[src/hdl/lfpd_pkg.sv]
package lfpd_pkg;

    localparam int TIMER_BITS_DEF = 16;
    localparam int SENSOR_COUNT = 5;

    localparam int CFG_IDX_W = 3;
    localparam int CFG_DATA_W = 16;

    localparam logic [CFG_IDX_W-1:0] REG_P_GAIN = 3'd0;
    localparam logic [CFG_IDX_W-1:0] REG_I_PERIOD = 3'd1;
    localparam logic [CFG_IDX_W-1:0] REG_D_GAIN = 3'd2;
    localparam logic [CFG_IDX_W-1:0] REG_BASE_DUTY = 3'd3;
    localparam logic [CFG_IDX_W-1:0] REG_MAX_DUTY = 3'd4;
    localparam logic [CFG_IDX_W-1:0] REG_DRIVE_LIMIT = 3'd5;
    localparam logic [CFG_IDX_W-1:0] REG_INT_LIMIT = 3'd6;

    localparam logic [9:0] P_GAIN_RST = 10'd150;
    localparam logic [15:0] I_PERIOD_RST = 16'd1250;
    localparam logic [15:0] D_GAIN_RST = 16'd65535;
    localparam logic [9:0] BASE_DUTY_RST = 10'd700;
    localparam logic [9:0] MAX_DUTY_RST = 10'd800;
    localparam logic [14:0] DRIVE_LIMIT_RST = 15'd1600;
    localparam logic [13:0] INT_LIMIT_RST = 14'd3273;

    localparam logic [SENSOR_COUNT-1:0] PAT_R1 = 5'b00110;
    localparam logic [SENSOR_COUNT-1:0] PAT_R2 = 5'b00010;
    localparam logic [SENSOR_COUNT-1:0] PAT_R3 = 5'b00011;
    localparam logic [SENSOR_COUNT-1:0] PAT_R4 = 5'b00001;
    localparam logic [SENSOR_COUNT-1:0] PAT_L1 = 5'b01100;
    localparam logic [SENSOR_COUNT-1:0] PAT_L2 = 5'b01000;
    localparam logic [SENSOR_COUNT-1:0] PAT_L3 = 5'b11000;
    localparam logic [SENSOR_COUNT-1:0] PAT_L4 = 5'b10000;
    localparam logic [SENSOR_COUNT-1:0] PAT_CW = 5'b00111;
    localparam logic [SENSOR_COUNT-1:0] PAT_CCW = 5'b11100;
    localparam logic [SENSOR_COUNT-1:0] PAT_NONE = 5'b00000;
    localparam logic [SENSOR_COUNT-1:0] PAT_ALL = 5'b11111;

    localparam logic [2:0] REC_NONE = 3'd0;
    localparam logic [2:0] REC_SHARP_CW = 3'd1;
    localparam logic [2:0] REC_SHARP_CCW = 3'd2;
    localparam logic [2:0] REC_SEARCH = 3'd3;
    localparam logic [2:0] REC_STOP = 3'd4;

endpackage

[src/hdl/lfpd_if.sv]
interface lfpd_in_if #(
    parameter int TIMER_BITS = lfpd_pkg::TIMER_BITS_DEF
);
    import lfpd_pkg::*;

    logic                    valid;
    logic                    ready;
    logic [SENSOR_COUNT-1:0] sensor_pattern;
    logic [TIMER_BITS-1:0]   timer_value;
    logic                    timer_overflow;

    modport source (
        output valid,
        output sensor_pattern,
        output timer_value,
        output timer_overflow,
        input  ready
    );

    modport sink (
        input  valid,
        input  sensor_pattern,
        input  timer_value,
        input  timer_overflow,
        output ready
    );
endinterface

interface lfpd_out_if;
    logic              valid;
    logic              ready;
    logic [9:0]        left_duty;
    logic              left_forward;
    logic [9:0]        right_duty;
    logic              right_forward;
    logic signed [15:0] drive_command;
    logic [2:0]        recovery_code;

    modport source (
        output valid,
        output left_duty,
        output left_forward,
        output right_duty,
        output right_forward,
        output drive_command,
        output recovery_code,
        input  ready
    );

    modport sink (
        input  valid,
        input  left_duty,
        input  left_forward,
        input  right_duty,
        input  right_forward,
        input  drive_command,
        input  recovery_code,
        output ready
    );
endinterface

[src/hdl/line_follow_pid_drive.sv]
// The block takes a new input transaction only after the previous one has been committed:
// in_ch.ready is high only in the idle state, and commit waits on both dividers and a free output.
// Two bit-serial dividers run side by side: the timer remainder for the integral gate
// and the derivative gain quotient, one bit per cycle each.
// Reset (rst_n low, asynchronous) loads the default gains and limits and clears
// the error history, integral, derivative, last drive, turn flags and output valid.
module line_follow_pid_drive #(
    parameter int TIMER_BITS = lfpd_pkg::TIMER_BITS_DEF
) (
    input  logic                           clk,
    input  logic                           rst_n,
    input  logic                           cfg_we,
    input  logic [lfpd_pkg::CFG_IDX_W-1:0]  cfg_index,
    input  logic [lfpd_pkg::CFG_DATA_W-1:0] cfg_data,
    lfpd_in_if.sink                        in_ch,
    lfpd_out_if.source                     out_ch
);
    import lfpd_pkg::*;

    localparam logic ST_IDLE = 1'b0;
    localparam logic ST_RUN = 1'b1;

    logic [9:0]  p_gain_reg;
    logic [15:0] i_period_reg;
    logic [15:0] d_gain_reg;
    logic [9:0]  base_duty_reg;
    logic [9:0]  max_duty_reg;
    logic [14:0] drive_limit_reg;
    logic [13:0] int_limit_reg;

    logic              state_reg;
    logic signed [3:0] hist0_reg;
    logic signed [3:0] hist1_reg;
    logic signed [3:0] hist2_reg;
    logic signed [13:0] integ_reg;
    logic signed [20:0] deriv_reg;
    logic signed [15:0] last_drive_reg;
    logic              cw_reg;
    logic              ccw_reg;
    logic              ovf_reg;
    logic [2:0]        code_reg;
    logic              out_valid_reg;

    logic [9:0]         left_duty_reg;
    logic               left_fwd_reg;
    logic [9:0]         right_duty_reg;
    logic               right_fwd_reg;
    logic signed [15:0] drive_reg;
    logic [2:0]         rec_code_reg;

    logic              accept;
    logic              commit;
    logic signed [3:0] hist2_next;
    logic              cw_next;
    logic              ccw_next;
    logic [2:0]        code_next;
    logic              int_clr;

    logic [TIMER_BITS-1:0] tdiv;
    logic [TIMER_BITS-1:0] qden;
    logic [15:0]           per;
    logic                  mod_done;
    logic [TIMER_BITS-1:0] mod_quot;
    logic [15:0]           mod_rem;
    logic                  quot_done;
    logic [15:0]           quot;
    logic [TIMER_BITS-1:0] quot_rem;

    logic signed [3:0]  e;
    logic signed [16:0] dl_s;
    logic signed [16:0] ld_s;
    logic signed [15:0] ilim_s;
    logic signed [15:0] ilo_s;
    logic signed [15:0] integ_s;
    logic signed [14:0] integ_sum;
    logic               sat_hi;
    logic               sat_lo;
    logic               int_hi;
    logic               int_lo;
    logic               e_neg;
    logic               e_pos;
    logic               int_upd;
    logic signed [13:0] integ_next;
    logic               changed;
    logic signed [3:0]  h0a;
    logic signed [3:0]  h1a;
    logic signed [3:0]  hist0_next;
    logic signed [3:0]  hist1_next;
    logic signed [4:0]  diff;
    logic signed [16:0] quot_s;
    logic signed [21:0] prod;
    logic signed [20:0] deriv_next;
    logic signed [14:0] pe;
    logic signed [21:0] sum_s;
    logic signed [15:0] drive_next;
    logic [9:0]         left_duty_next;
    logic               left_fwd_next;
    logic [9:0]         right_duty_next;
    logic               right_fwd_next;

    assign in_ch.ready = (state_reg == ST_IDLE);
    assign accept = in_ch.valid && in_ch.ready;
    assign commit = (state_reg == ST_RUN) && mod_done && quot_done
                    && (!out_valid_reg || out_ch.ready);

    always_comb
    begin
        hist2_next = hist2_reg;
        cw_next = cw_reg;
        ccw_next = ccw_reg;
        code_next = REC_NONE;
        int_clr = 1'b0;
        case (in_ch.sensor_pattern)
            PAT_R1: hist2_next = 4'sd1;
            PAT_R2: hist2_next = 4'sd2;
            PAT_R3: hist2_next = 4'sd3;
            PAT_R4: hist2_next = 4'sd4;
            PAT_L1: hist2_next = -4'sd1;
            PAT_L2: hist2_next = -4'sd2;
            PAT_L3: hist2_next = -4'sd3;
            PAT_L4: hist2_next = -4'sd4;
            PAT_CW:
            begin
                cw_next = 1'b1;
                ccw_next = 1'b0;
            end
            PAT_CCW:
            begin
                ccw_next = 1'b1;
                cw_next = 1'b0;
            end
            PAT_NONE:
            begin
                if (hist2_reg > 4'sd1 || hist1_reg > 4'sd1 || cw_reg)
                begin
                    code_next = REC_SHARP_CW;
                    cw_next = 1'b0;
                    int_clr = 1'b1;
                end
                else if (hist2_reg < -4'sd1 || hist1_reg < -4'sd1 || ccw_reg)
                begin
                    code_next = REC_SHARP_CCW;
                    ccw_next = 1'b0;
                    int_clr = 1'b1;
                end
                else
                begin
                    code_next = REC_SEARCH;
                end
            end
            PAT_ALL: code_next = REC_STOP;
            default: hist2_next = 4'sd0;
        endcase
    end

    // A period of zero behaves as one; the overflow case divides by the timer maximum.
    assign per = (i_period_reg == '0) ? 16'd1 : i_period_reg;
    assign tdiv = (in_ch.timer_value == '0) ? TIMER_BITS'(1) : in_ch.timer_value;
    assign qden = in_ch.timer_overflow ? {TIMER_BITS{1'b1}} : tdiv;

    lfpd_divider #(
        .NUM_W (TIMER_BITS),
        .DEN_W (16)
    ) u_mod_div (
        .clk   (clk),
        .rst_n (rst_n),
        .start (accept),
        .num   (in_ch.timer_value),
        .den   (per),
        .done  (mod_done),
        .quot  (mod_quot),
        .rem   (mod_rem)
    );

    lfpd_divider #(
        .NUM_W (16),
        .DEN_W (TIMER_BITS)
    ) u_quot_div (
        .clk   (clk),
        .rst_n (rst_n),
        .start (accept),
        .num   (d_gain_reg),
        .den   (qden),
        .done  (quot_done),
        .quot  (quot),
        .rem   (quot_rem)
    );

    always_comb
    begin
        e = hist2_reg;
        e_neg = e[3];
        e_pos = !e[3] && (e != 4'sd0);

        dl_s = $signed({2'b00, drive_limit_reg});
        ld_s = 17'(last_drive_reg);
        sat_hi = (ld_s >= dl_s);
        sat_lo = (ld_s <= -dl_s);
        ilim_s = $signed({2'b00, int_limit_reg});
        ilo_s = -ilim_s - 16'sd1;
        integ_s = 16'(integ_reg);
        int_hi = (integ_s >= ilim_s);
        int_lo = (integ_s <= ilo_s);
        int_upd = (mod_rem < 16'd2)
                  && (!(sat_hi || sat_lo) || (sat_hi && e_neg) || (sat_lo && e_pos))
                  && (!(int_hi || int_lo) || (int_hi && e_neg) || (int_lo && e_pos));
        integ_sum = 15'(integ_reg) + 15'(e);
        if (!int_upd)
        begin
            integ_next = integ_reg;
        end
        else if (integ_sum[14] != integ_sum[13])
        begin
            integ_next = integ_sum[14] ? -14'sd8192 : 14'sd8191;
        end
        else
        begin
            integ_next = integ_sum[13:0];
        end

        changed = (hist1_reg != e);
        h0a = changed ? hist1_reg : hist0_reg;
        h1a = changed ? e : hist1_reg;
        hist0_next = ovf_reg ? h1a : h0a;
        hist1_next = ovf_reg ? e : h1a;
        diff = ovf_reg ? (5'(h1a) - 5'(h0a)) : (5'(e) - 5'(hist1_reg));
        quot_s = $signed({1'b0, quot});
        prod = 22'(quot_s) * 22'(diff);
        deriv_next = (ovf_reg || changed) ? prod[20:0] : deriv_reg;

        pe = $signed({1'b0, p_gain_reg}) * 15'(e);
        sum_s = 22'(pe) + 22'(integ_next) + 22'(deriv_next);
        if (sum_s > 22'sd32767)
        begin
            drive_next = 16'sd32767;
        end
        else if (sum_s < -22'sd32768)
        begin
            drive_next = -16'sd32768;
        end
        else
        begin
            drive_next = sum_s[15:0];
        end
    end

    lfpd_motor u_motor (
        .drive         (drive_next),
        .base_duty     (base_duty_reg),
        .max_duty      (max_duty_reg),
        .left_duty     (left_duty_next),
        .left_forward  (left_fwd_next),
        .right_duty    (right_duty_next),
        .right_forward (right_fwd_next)
    );

    always_ff @(posedge clk or negedge rst_n)
    begin
        if (!rst_n)
        begin
            p_gain_reg <= P_GAIN_RST;
            i_period_reg <= I_PERIOD_RST;
            d_gain_reg <= D_GAIN_RST;
            base_duty_reg <= BASE_DUTY_RST;
            max_duty_reg <= MAX_DUTY_RST;
            drive_limit_reg <= DRIVE_LIMIT_RST;
            int_limit_reg <= INT_LIMIT_RST;
        end
        else if (cfg_we)
        begin
            case (cfg_index)
                REG_P_GAIN: p_gain_reg <= cfg_data[9:0];
                REG_I_PERIOD: i_period_reg <= cfg_data[15:0];
                REG_D_GAIN: d_gain_reg <= cfg_data[15:0];
                REG_BASE_DUTY: base_duty_reg <= cfg_data[9:0];
                REG_MAX_DUTY: max_duty_reg <= cfg_data[9:0];
                REG_DRIVE_LIMIT: drive_limit_reg <= cfg_data[14:0];
                REG_INT_LIMIT: int_limit_reg <= cfg_data[13:0];
                default: ;
            endcase
        end
    end

    always_ff @(posedge clk or negedge rst_n)
    begin
        if (!rst_n)
        begin
            state_reg <= ST_IDLE;
            hist0_reg <= '0;
            hist1_reg <= '0;
            hist2_reg <= '0;
            integ_reg <= '0;
            deriv_reg <= '0;
            last_drive_reg <= '0;
            cw_reg <= 1'b0;
            ccw_reg <= 1'b0;
            ovf_reg <= 1'b0;
            code_reg <= REC_NONE;
            out_valid_reg <= 1'b0;
        end
        else
        begin
            if (accept)
            begin
                hist2_reg <= hist2_next;
                cw_reg <= cw_next;
                ccw_reg <= ccw_next;
                if (int_clr)
                begin
                    integ_reg <= '0;
                end
                ovf_reg <= in_ch.timer_overflow;
                code_reg <= code_next;
                state_reg <= ST_RUN;
            end
            else if (commit)
            begin
                hist0_reg <= hist0_next;
                hist1_reg <= hist1_next;
                integ_reg <= integ_next;
                deriv_reg <= deriv_next;
                last_drive_reg <= drive_next;
                state_reg <= ST_IDLE;
            end

            if (commit)
            begin
                out_valid_reg <= 1'b1;
            end
            else if (out_ch.ready)
            begin
                out_valid_reg <= 1'b0;
            end
        end
    end

    always_ff @(posedge clk)
    begin
        if (commit)
        begin
            left_duty_reg <= left_duty_next;
            left_fwd_reg <= left_fwd_next;
            right_duty_reg <= right_duty_next;
            right_fwd_reg <= right_fwd_next;
            drive_reg <= drive_next;
            rec_code_reg <= code_reg;
        end
    end

    assign out_ch.valid = out_valid_reg;
    assign out_ch.left_duty = left_duty_reg;
    assign out_ch.left_forward = left_fwd_reg;
    assign out_ch.right_duty = right_duty_reg;
    assign out_ch.right_forward = right_fwd_reg;
    assign out_ch.drive_command = drive_reg;
    assign out_ch.recovery_code = rec_code_reg;

`ifndef SYNTHESIS
    // Both dividers must be running in the cycle after a transaction is taken.
    a_div_start: assert property (@(posedge clk) disable iff (!rst_n)
        accept |=> (!mod_done && !quot_done))
        else $error("divider did not start after input transaction");

    // A new result only appears after the run state finished an item.
    a_out_source: assert property (@(posedge clk) disable iff (!rst_n)
        $rose(out_valid_reg) |-> $past(state_reg == ST_RUN))
        else $error("output valid rose without a finished item");

    // The two turn flags are never set together.
    a_turn_flags: assert property (@(posedge clk) disable iff (!rst_n)
        !(cw_reg && ccw_reg))
        else $error("both turn flags set");
`endif
endmodule

[src/hdl/lfpd_divider.sv]
module lfpd_divider #(
    parameter int NUM_W = 16,
    parameter int DEN_W = 16
) (
    input  logic             clk,
    input  logic             rst_n,
    input  logic             start,
    input  logic [NUM_W-1:0] num,
    input  logic [DEN_W-1:0] den,
    output logic             done,
    output logic [NUM_W-1:0] quot,
    output logic [DEN_W-1:0] rem
);
    localparam int CNT_W = $clog2(NUM_W + 1);

    logic [CNT_W-1:0] cnt_reg;
    logic [NUM_W-1:0] num_reg;
    logic [NUM_W-1:0] num_next;
    logic [DEN_W-1:0] rem_reg;
    logic [DEN_W-1:0] rem_next;
    logic [DEN_W-1:0] den_reg;
    logic [DEN_W:0]   part;
    logic [DEN_W:0]   part_diff;
    logic             ge;

    // One quotient bit per cycle; the dividend register fills with quotient bits.
    always_comb
    begin
        part = {rem_reg, num_reg[NUM_W-1]};
        part_diff = part - {1'b0, den_reg};
        ge = (part >= {1'b0, den_reg});
        rem_next = ge ? part_diff[DEN_W-1:0] : part[DEN_W-1:0];
        num_next = {num_reg[NUM_W-2:0], ge};
    end

    always_ff @(posedge clk or negedge rst_n)
    begin
        if (!rst_n)
        begin
            cnt_reg <= '0;
        end
        else if (start)
        begin
            cnt_reg <= CNT_W'(NUM_W);
        end
        else if (cnt_reg != '0)
        begin
            cnt_reg <= cnt_reg - CNT_W'(1);
        end
    end

    always_ff @(posedge clk)
    begin
        if (start)
        begin
            num_reg <= num;
            rem_reg <= '0;
            den_reg <= den;
        end
        else if (cnt_reg != '0)
        begin
            num_reg <= num_next;
            rem_reg <= rem_next;
        end
    end

    assign done = (cnt_reg == '0);
    assign quot = num_reg;
    assign rem = rem_reg;
endmodule

[src/hdl/lfpd_motor.sv]
module lfpd_motor (
    input  logic signed [15:0] drive,
    input  logic [9:0]         base_duty,
    input  logic [9:0]         max_duty,
    output logic [9:0]         left_duty,
    output logic               left_forward,
    output logic [9:0]         right_duty,
    output logic               right_forward
);
    logic signed [20:0] d15;
    logic signed [20:0] d15_adj;
    logic signed [16:0] d15_q;
    logic signed [15:0] d1_adj;
    logic signed [11:0] d1_q;
    logic signed [18:0] base_s;
    logic signed [18:0] left_s;
    logic signed [18:0] right_s;
    logic               neg;

    function automatic logic [9:0] clamp_mag(input logic signed [18:0] duty,
                                             input logic [9:0] limit);
        logic [18:0] mag;
        begin
            mag = duty[18] ? 19'(-duty) : 19'(duty);
            if (mag > {9'd0, limit})
            begin
                clamp_mag = limit;
            end
            else
            begin
                clamp_mag = mag[9:0];
            end
        end
    endfunction

    // Both splits divide by 16 with truncation toward zero.
    always_comb
    begin
        neg = drive[15];
        d15 = (21'(drive) <<< 4) - 21'(drive);
        d15_adj = neg ? d15 + 21'sd15 : d15;
        d15_q = 17'(d15_adj >>> 4);
        d1_adj = neg ? drive + 16'sd15 : drive;
        d1_q = 12'(d1_adj >>> 4);
        base_s = $signed({9'd0, base_duty});
        if (neg)
        begin
            left_s = base_s + 19'(d15_q);
            right_s = base_s - 19'(d1_q);
        end
        else
        begin
            left_s = base_s + 19'(d1_q);
            right_s = base_s - 19'(d15_q);
        end
    end

    assign left_forward = !left_s[18];
    assign right_forward = !right_s[18];
    assign left_duty = clamp_mag(left_s, max_duty);
    assign right_duty = clamp_mag(right_s, max_duty);
endmodule
[src/flat_wrapper.sv]
// flat-port wrapper written by rule: the top's interface ports become plain ports
module line_follow_pid_drive_flat import lfpd_pkg::*;
#(
    parameter int TIMER_BITS = lfpd_pkg::TIMER_BITS_DEF
)
  (clk, rst_n, cfg_we, cfg_index, cfg_data, in_ch_valid, in_ch_sensor_pattern, in_ch_timer_value, in_ch_timer_overflow, in_ch_ready, out_ch_valid, out_ch_left_duty, out_ch_left_forward, out_ch_right_duty, out_ch_right_forward, out_ch_drive_command, out_ch_recovery_code, out_ch_ready);
  lfpd_in_if #(.TIMER_BITS(TIMER_BITS)) in_ch_i ();
  lfpd_out_if out_ch_i ();
  input  logic clk;
  input  logic rst_n;
  input  logic cfg_we;
  input  logic [lfpd_pkg::CFG_IDX_W-1:0] cfg_index;
  input  logic [lfpd_pkg::CFG_DATA_W-1:0] cfg_data;
  input wire logic [$bits(in_ch_i.valid)-1:0] in_ch_valid;
  input wire logic [$bits(in_ch_i.sensor_pattern)-1:0] in_ch_sensor_pattern;
  input wire logic [$bits(in_ch_i.timer_value)-1:0] in_ch_timer_value;
  input wire logic [$bits(in_ch_i.timer_overflow)-1:0] in_ch_timer_overflow;
  output wire logic [$bits(in_ch_i.ready)-1:0] in_ch_ready;
  output wire logic [$bits(out_ch_i.valid)-1:0] out_ch_valid;
  output wire logic [$bits(out_ch_i.left_duty)-1:0] out_ch_left_duty;
  output wire logic [$bits(out_ch_i.left_forward)-1:0] out_ch_left_forward;
  output wire logic [$bits(out_ch_i.right_duty)-1:0] out_ch_right_duty;
  output wire logic [$bits(out_ch_i.right_forward)-1:0] out_ch_right_forward;
  output wire logic [$bits(out_ch_i.drive_command)-1:0] out_ch_drive_command;
  output wire logic [$bits(out_ch_i.recovery_code)-1:0] out_ch_recovery_code;
  input wire logic [$bits(out_ch_i.ready)-1:0] out_ch_ready;
  assign in_ch_i.valid = in_ch_valid;
  assign in_ch_i.sensor_pattern = in_ch_sensor_pattern;
  assign in_ch_i.timer_value = in_ch_timer_value;
  assign in_ch_i.timer_overflow = in_ch_timer_overflow;
  assign in_ch_ready = in_ch_i.ready;
  assign out_ch_valid = out_ch_i.valid;
  assign out_ch_left_duty = out_ch_i.left_duty;
  assign out_ch_left_forward = out_ch_i.left_forward;
  assign out_ch_right_duty = out_ch_i.right_duty;
  assign out_ch_right_forward = out_ch_i.right_forward;
  assign out_ch_drive_command = out_ch_i.drive_command;
  assign out_ch_recovery_code = out_ch_i.recovery_code;
  assign out_ch_i.ready = out_ch_ready;
  line_follow_pid_drive #(.TIMER_BITS(TIMER_BITS)) u_core (.clk(clk), .rst_n(rst_n), .cfg_we(cfg_we), .cfg_index(cfg_index), .cfg_data(cfg_data), .in_ch(in_ch_i), .out_ch(out_ch_i));
endmodule
[config.mk]
export PLATFORM = sky130hd
export DESIGN_NAME = line_follow_pid_drive_flat
export DESIGN_NICKNAME = d
export VERILOG_FILES = /design/src/hdl/lfpd_pkg.sv /design/src/hdl/lfpd_if.sv /design/src/hdl/line_follow_pid_drive.sv /design/src/hdl/lfpd_divider.sv /design/src/hdl/lfpd_motor.sv /design/src/flat_wrapper.sv
export SDC_FILE = /design/constraint.sdc
export NUM_CORES = 1
export LEC_CHECK = 0
export BUFFER_PORTS_ARGS = -buffer_cell sky130_fd_sc_hd__buf_2
export CORE_MARGIN = 8
export CORE_UTILIZATION = 40
export CTS_CLUSTER_DIAMETER = 60
export DETAILED_ROUTE_END_ITERATION = 8
export MAX_ROUTING_LAYER = met4
export SETUP_SLACK_MARGIN = 0.1
export SLEW_MARGIN = 20
export SYNTH_ARGS = -nofsm -noshare
export SYNTH_HDL_FRONTEND = slang
export SYNTH_SLANG_ARGS = --single-unit
[constraint.sdc]
create_clock -name clk -period 21.3 [get_ports clk]
set_input_delay 4.26 -clock clk [delete_from_list [all_inputs] [get_ports clk]]
set_output_delay 4.26 -clock clk [all_outputs]
set_load 0.1 [all_outputs]
# Word level (Yosys, flattened, before mapping)
# Cells that the tools add are included.
# op_classes
bitwise	3
mux	49
n_eq_ne	23
n_reduce_logical	57
order_cmp	15
add_sub_neg	21
mul	2
# op_table
op	count
16-bit two-way mux	10
14-bit two-way mux	6
19-bit two-way mux	4
21-bit two-way mux	2
19-bit by 10-bit greater-than comparator with 1-bit output	2
19-bit negation	2
4-bit one-hot mux with 9 select lines	1
17-bit by 16-bit >= comparator with 1-bit output	2
16-bit zero test	2
16-bit subtractor	2
5-bit two-way mux	5
16-bit by 21-bit adder with 22-bit output	1
22-bit by 16-bit greater-than comparator with 1-bit output (second input constant)	1
22-bit by 16-bit less-than comparator with 1-bit output (second input constant)	1
21-bit by 5-bit adder with 21-bit output (second input constant)	1
17-bit by 5-bit multiplier with 21-bit output	1
20-bit by 16-bit subtractor with 21-bit output	1
5-bit == test (second input constant)	4
10-bit two-way mux	2
2-bit AND reduction	10
11-bit by 17-bit adder with 18-bit output	1
11-bit by 17-bit subtractor with 18-bit output	1
16-bit by 17-bit less-or-equal comparator with 1-bit output	1
15-bit negation with 17-bit output	1
other kinds (46)	106
# word_totals
elab_cells	204
register_bits	309

# Longest topological paths before layout
# depth
depth_word	23
ltp_mapped	100
depth_no_buf	94

# Hierarchy
# Synthesis repeated with hierarchy kept, for this count alone.
# hier_totals
cells_unflattened	3267
hier_area_um2	29737.3
# modules_own_cells
module	area_each_um2	instances	cells_each
line_follow_pid_drive	16938.7	1	1725
lfpd_motor	6366.1	1	894
lfpd_divider at u_core.u_mod_div	3216.8	1	324
lfpd_divider at u_core.u_quot_div	3215.6	1	324

# Worst setup path before layout
# OpenSTA, ideal clock, no wires.
# synth_timing
kind	register to register
start	register u_core.hist2_reg[3] (netlist: u_core.e[3])
end	register u_core.right_duty_reg[0] (netlist: u_core.out_ch.right_duty[0]) (data pin)
setup_time_ns	0.260
arrival_ns	19.086
stages_incl_launch_ff	93
path_slack_ns	1.954
path_cell_list	dfrtp_1 > ha_1 > and4_1 > clkbuf_1 > clkbuf_1 > a21oi_1 > ha_1 > fa_1 > a21o_1 > a22oi_1 > o21ai_0 > nand3b_1 > nand3_1 > o21ai_1 > clkbuf_1 > fa_1 > fa_1 > inv_1 > (+57 left out) > ha_1 > nor2b_1 > o21ai_0 > nand2b_1 > a21oi_1 > nor2b_1 > o21ai_0 > nand2b_1 > a21oi_1 > nor2b_1 > o21ai_0 > nand2b_1 > a21oi_1 > nor2_1 > a211oi_2 > o2111ai_1 > a211oi_4 > mux2_2
# synth_between
elab_cells_between_ends	46
classes_between	add/sub (11); mul (2); order compare (3); eq/ne (2); mux (14); reduce/logical (14)
# synth_lines
element	line	source
start, declared	line_follow_pid_drive.sv:34	logic signed [3:0] hist2_reg;
start signal, assigned	line_follow_pid_drive.sv:305	hist2_reg <= hist2_next;
4-bit != test	line_follow_pid_drive.sv:221	changed = (hist1_reg != e);
4-bit two-way mux, on equally long branches	line_follow_pid_drive.sv:223, line_follow_pid_drive.sv:222	
4-bit by 4-bit subtractor with 5-bit output	line_follow_pid_drive.sv:226	diff = ovf_reg ? (5'(h1a) - 5'(h0a)) : (5'(e) - 5'(hist1_reg));
5-bit two-way mux	line_follow_pid_drive.sv:226	
17-bit by 5-bit multiplier with 21-bit output	line_follow_pid_drive.sv:228	prod = 22'(quot_s) * 22'(diff);
21-bit two-way mux (*)	line_follow_pid_drive.sv:229	deriv_next = (ovf_reg || changed) ? prod[20:0] : deriv_reg;
named net u_core.deriv_next[20]	line_follow_pid_drive.sv:92	logic signed [20:0] deriv_next;
16-bit by 21-bit adder with 22-bit output (*)	line_follow_pid_drive.sv:232	sum_s = 22'(pe) + 22'(integ_next) + 22'(deriv_next);
(+3 left out)	--	
named net u_core.drive_next[4]	line_follow_pid_drive.sv:95	logic signed [15:0] drive_next;
(+2 left out)	--	
21-bit two-way mux	lfpd_motor.sv:41	d15_adj = neg ? d15 + 21'sd15 : d15;
11-bit by 17-bit subtractor with 18-bit output	lfpd_motor.sv:54	right_s = base_s - 19'(d15_q);
19-bit two-way mux (*)	lfpd_motor.sv:46	if (neg)
19-bit negation	lfpd_motor.sv:24	mag = duty[18] ? 19'(-duty) : 19'(duty);
19-bit two-way mux (*)	lfpd_motor.sv:24	
19-bit by 10-bit greater-than comparator with 1-bit output	lfpd_motor.sv:25	if (mag > {9'd0, limit})
10-bit two-way mux (*)	lfpd_motor.sv:25	
named net u_core.right_duty_next[0]	line_follow_pid_drive.sv:98	logic [9:0] right_duty_next;
end signal, assigned	line_follow_pid_drive.sv:343	right_duty_reg <= right_duty_next;
end, declared	line_follow_pid_drive.sv:46	logic [9:0] right_duty_reg;
# Mark *: on every way through the listed nets, which the timed path passes. The rest lies on a longest branch.
# A chain may end at the register's enable or synchronous reset.

# Worst setup path after layout
# layout_timing
start	register u_core.hist1_reg[2]
end	register u_core.right_duty_reg[8] (netlist: u_core.out_ch.right_duty[8]) (data pin)
# layout_between
elab_chain_len	19
elab_cells_between_ends	26
classes_between	add/sub (9); mul (1); order compare (3); eq/ne (1); mux (11); reduce/logical (1)
# layout_lines
element	line	source
start, declared	line_follow_pid_drive.sv:33	logic signed [3:0] hist1_reg;
start signal, assigned	line_follow_pid_drive.sv:319	hist1_reg <= hist1_next;
4-bit != test	line_follow_pid_drive.sv:221	
4-bit two-way mux, on equally long branches	line_follow_pid_drive.sv:223, line_follow_pid_drive.sv:222	
4-bit by 4-bit subtractor with 5-bit output	line_follow_pid_drive.sv:226	
5-bit two-way mux	line_follow_pid_drive.sv:226	
17-bit by 5-bit multiplier with 21-bit output	line_follow_pid_drive.sv:228	
21-bit two-way mux (*)	line_follow_pid_drive.sv:229	
named net u_core.deriv_next[19]	line_follow_pid_drive.sv:92	
16-bit by 21-bit adder with 22-bit output (*)	line_follow_pid_drive.sv:232	
(+3 left out)	--	
named net u_core.drive_next[4]	line_follow_pid_drive.sv:95	
(+2 left out)	--	
21-bit two-way mux	lfpd_motor.sv:41	
11-bit by 17-bit subtractor with 18-bit output	lfpd_motor.sv:54	
19-bit two-way mux (*)	lfpd_motor.sv:46	
19-bit negation	lfpd_motor.sv:24	
19-bit two-way mux (*)	lfpd_motor.sv:24	
19-bit by 10-bit greater-than comparator with 1-bit output	lfpd_motor.sv:25	
10-bit two-way mux (*)	lfpd_motor.sv:25	
named net u_core.right_duty_next[8]	line_follow_pid_drive.sv:98	
# Marks and branches as above.

==> summary.md <==
| Metric | Value |
|---|---|
| Syn-to-layout area delta | `10.5%` |
| Root Driver | `clkbuf_16` |
| Die width | `280 um` |
| Bufs and invs on worst path | `8` |
| Most used flip-flop cell after synthesis | `dfrtp_1` |
| # IOs | `89` |
| Routed vias | `22200` |
| DR iter-0 viols | `1358` |
| Crit. Startpoint | `u_core.hist1_reg[2]$_DFFE_PN0P_` |
| Skew final | `52.4 ps` |
| EDFF count, synth | `105` |
| GP Congestion | `0.925` |
| Total routed wirelength | `75900 um` |
| Layout cell share with drive strength beyond 1 | `14.0%` |
| Largest net degree at the start of global routing | `90` |
| Via density | `5.36` |
| Hold path startpoint | `u_core.code_reg[2]$_DFFE_PN0P_` |
| Syn nets | `3567` |
| H-tree depth | `2` |
| Initial Utilization | `40.1%` |
| Mapped Area | `28000 um^2` |
| DP Wirelength | `58400 um` |
| Slew Limit Fails | `0` |
| CTS tree | `built` |
| Max reg flops | `21` |
| Tcrit/Tclk final | `92.1%` |
| Clock Path Buffers | `3` |
| Min Tclk post-route | `19620 ps` |
| Mapped Cells | `3120` |
| Row count | `97` |
| CP most frequent cell | `o21ai_0` |
| Net count, final | `3621` |
| Critical Path Sink Type | `flop` |
| Worst Tran Pin Value | `1040 ps` |
| Router iterations before antenna repair | `5` |
| Distinct cells, synth | `104` |
| Setup_tns | `0 ps` |
| Reg-to-reg startpoint | `u_core.hist1_reg[2]$_DFFE_PN0P_` |
| CTS buffer count | `42` |
| Die extent in y | `280 um` |
| Storage cell area | `8150 um^2` |
| Final hold viol count | `0` |
| Vias in the first global route | `22100` |
| Final count of negative-setup-slack endpoints | `0` |
| Antenna-violating nets left | `0` |
| Filler cells | `6914` |
| GRT Overall Usage | `19.7%` |
| Die Area | `78600 um^2` |
| Asr flop ratio synth | `55.7%` |
| Multi-input gate area | `18100 um^2` |
| Relative slew margins | `30.1%` |
| RSZ-0062 raised after global routing | `no` |
| Critical path peak fanout | `18` |
| Hold crit path type | `flop to flop` |
| Core area | `69700 um^2` |
| Worst path arrival time | `19950 ps` |
| Avg Inst Size Synth | `8.96 um^2` |
| Post-synthesis sequential area ratio | `29.2%` |
| Residual DRC count | `0` |
| Crit path max-delay family | `compound AO/OA/AOI/OAI gates` |
| Worst setup SP type | `flop` |
| GR Overflow Total | `0` |
| Seq cells post-synth | `309` |
| CTS Hold Bufs | `0` |
| Outcome | `finished clean` |
| Warnings from Yosys | `0` |
| Worst EP required | `21620 ps` |
| Worst-path clk slew | `60 ps` |
| Routed WL per cell | `18.3 um` |
| Critical path class | `flop to flop` |
| Max-cap violations | `0` |
| First-pass GRT wire length | `122000 um` |
| Slowest cell on crit path | `fa_1` |
| Buffers on Ports | `88` |
| Clock Latency Late Sink | `590 ps` |
| Initial antenna violation count | `4` |
| Clock Sinks | `309` |
| Max Freq | `51.0 MHz` |
| CP peak stage delay | `560 ps` |
==> stage by stage <==
stage	hold slack, ps	util, %	setup slack [ps]	instances	area, um^2
final	439	44.4	1680	4147	30900
after global routing	445	44.4	149	4146	30900
after CTS	440	44.3	1030	4145	30900
after detailed placement	430	42.3	1060	4069	29500
after global placement	436	42.3	1310	4069	29500
after floorplan	425	-	1950	3120	28000
==> cell usage in the layout (no fill, tap or decap), drive strengths merged, types with 101 or more instances in the layout <==
cell / n
nor2: 173
xnor2: 130
ha: 300
edfxtp: 105
dfrtp: 129
a21oi: 193
fa: 101
inv: 344
nand2: 326
o21ai: 230
buf: 129
mux2: 126
==> cell families after synthesis <==
logic type / synth area share, %
mux: 6.77
simple gates: 16.5
compound gates: 15.7
xor+xnor: 4.98
flops: 29.2
buf+inv: 6.25
fa+ha+maj: 20.7
==> Yosys cell counts, types with 48 or more instances <==
cell,number,share of area [%]
ha_1,300,13
and2_1,62,1.4
a21oi_1,190,3.4
nor2_1,173,2.3
clkbuf_1,102,1.4
fa_1,101,7.2
inv_1,337,4.5
mux2_2,125,5.0
nand3_1,48,0.86
dfrtp_1,129,12
nand2_1,326,4.4
xnor2_1,130,4.1
edfxtp_1,105,11
o21ai_0,223,4.0
==> metal layers <==
layer / global-route usage [%] / routed length [um] / vias up
li1: - / - / 11000
met1: 25.9 / 34800 / 10700
met2: 31.8 / 35700 / 439
met3: 2.34 / 2920 / 125
met4: 6.06 / 2440 / 0
met5: - / 0 / -
==> final cells by class <==
cell class              instances  share of cell area (%)
diodes                          1                 0.00810
clock buffers                  51                    3.61
clock inverters                25                   0.883
inverters                     340                    4.13
multi-input cells            2352                    58.7
flip-flops and latches        309                    26.4
well taps                     940                    3.81
repair buffers                129                    2.48
==> path summary, 6_finish.rpt <==
check	endpoint	slack [ps]	cells past startpoint
worst max-delay path	u_core.out_ch.right_duty[8]$_DFFE_PP_	1680	90
worst min register to register	u_core.out_ch.recovery_code[2]$_DFFE_PP_	440	0
worst max register to register	u_core.out_ch.right_duty[8]$_DFFE_PP_	1680	90
worst min-delay path	u_core.out_ch.recovery_code[2]$_DFFE_PP_	440	0
max in group asynchronous	u_core.e[0]$_DFFE_PN0P_	16400	2
min in group asynchronous	u_core.i_period_reg[4]$_DFFE_PN0P_	3720	1
==> repair_timing <==
item | 4_1_cts | 5_1_grt
setup endpoints to repair | 0 | 20
resized for setup | 0 | 10
hold endpoints to repair | 0 | 0
buffers inserted | 0 | 1
Power is not shown: default switching activity piles up to over one toggle a cycle in this logic, so the estimate is an artifact.
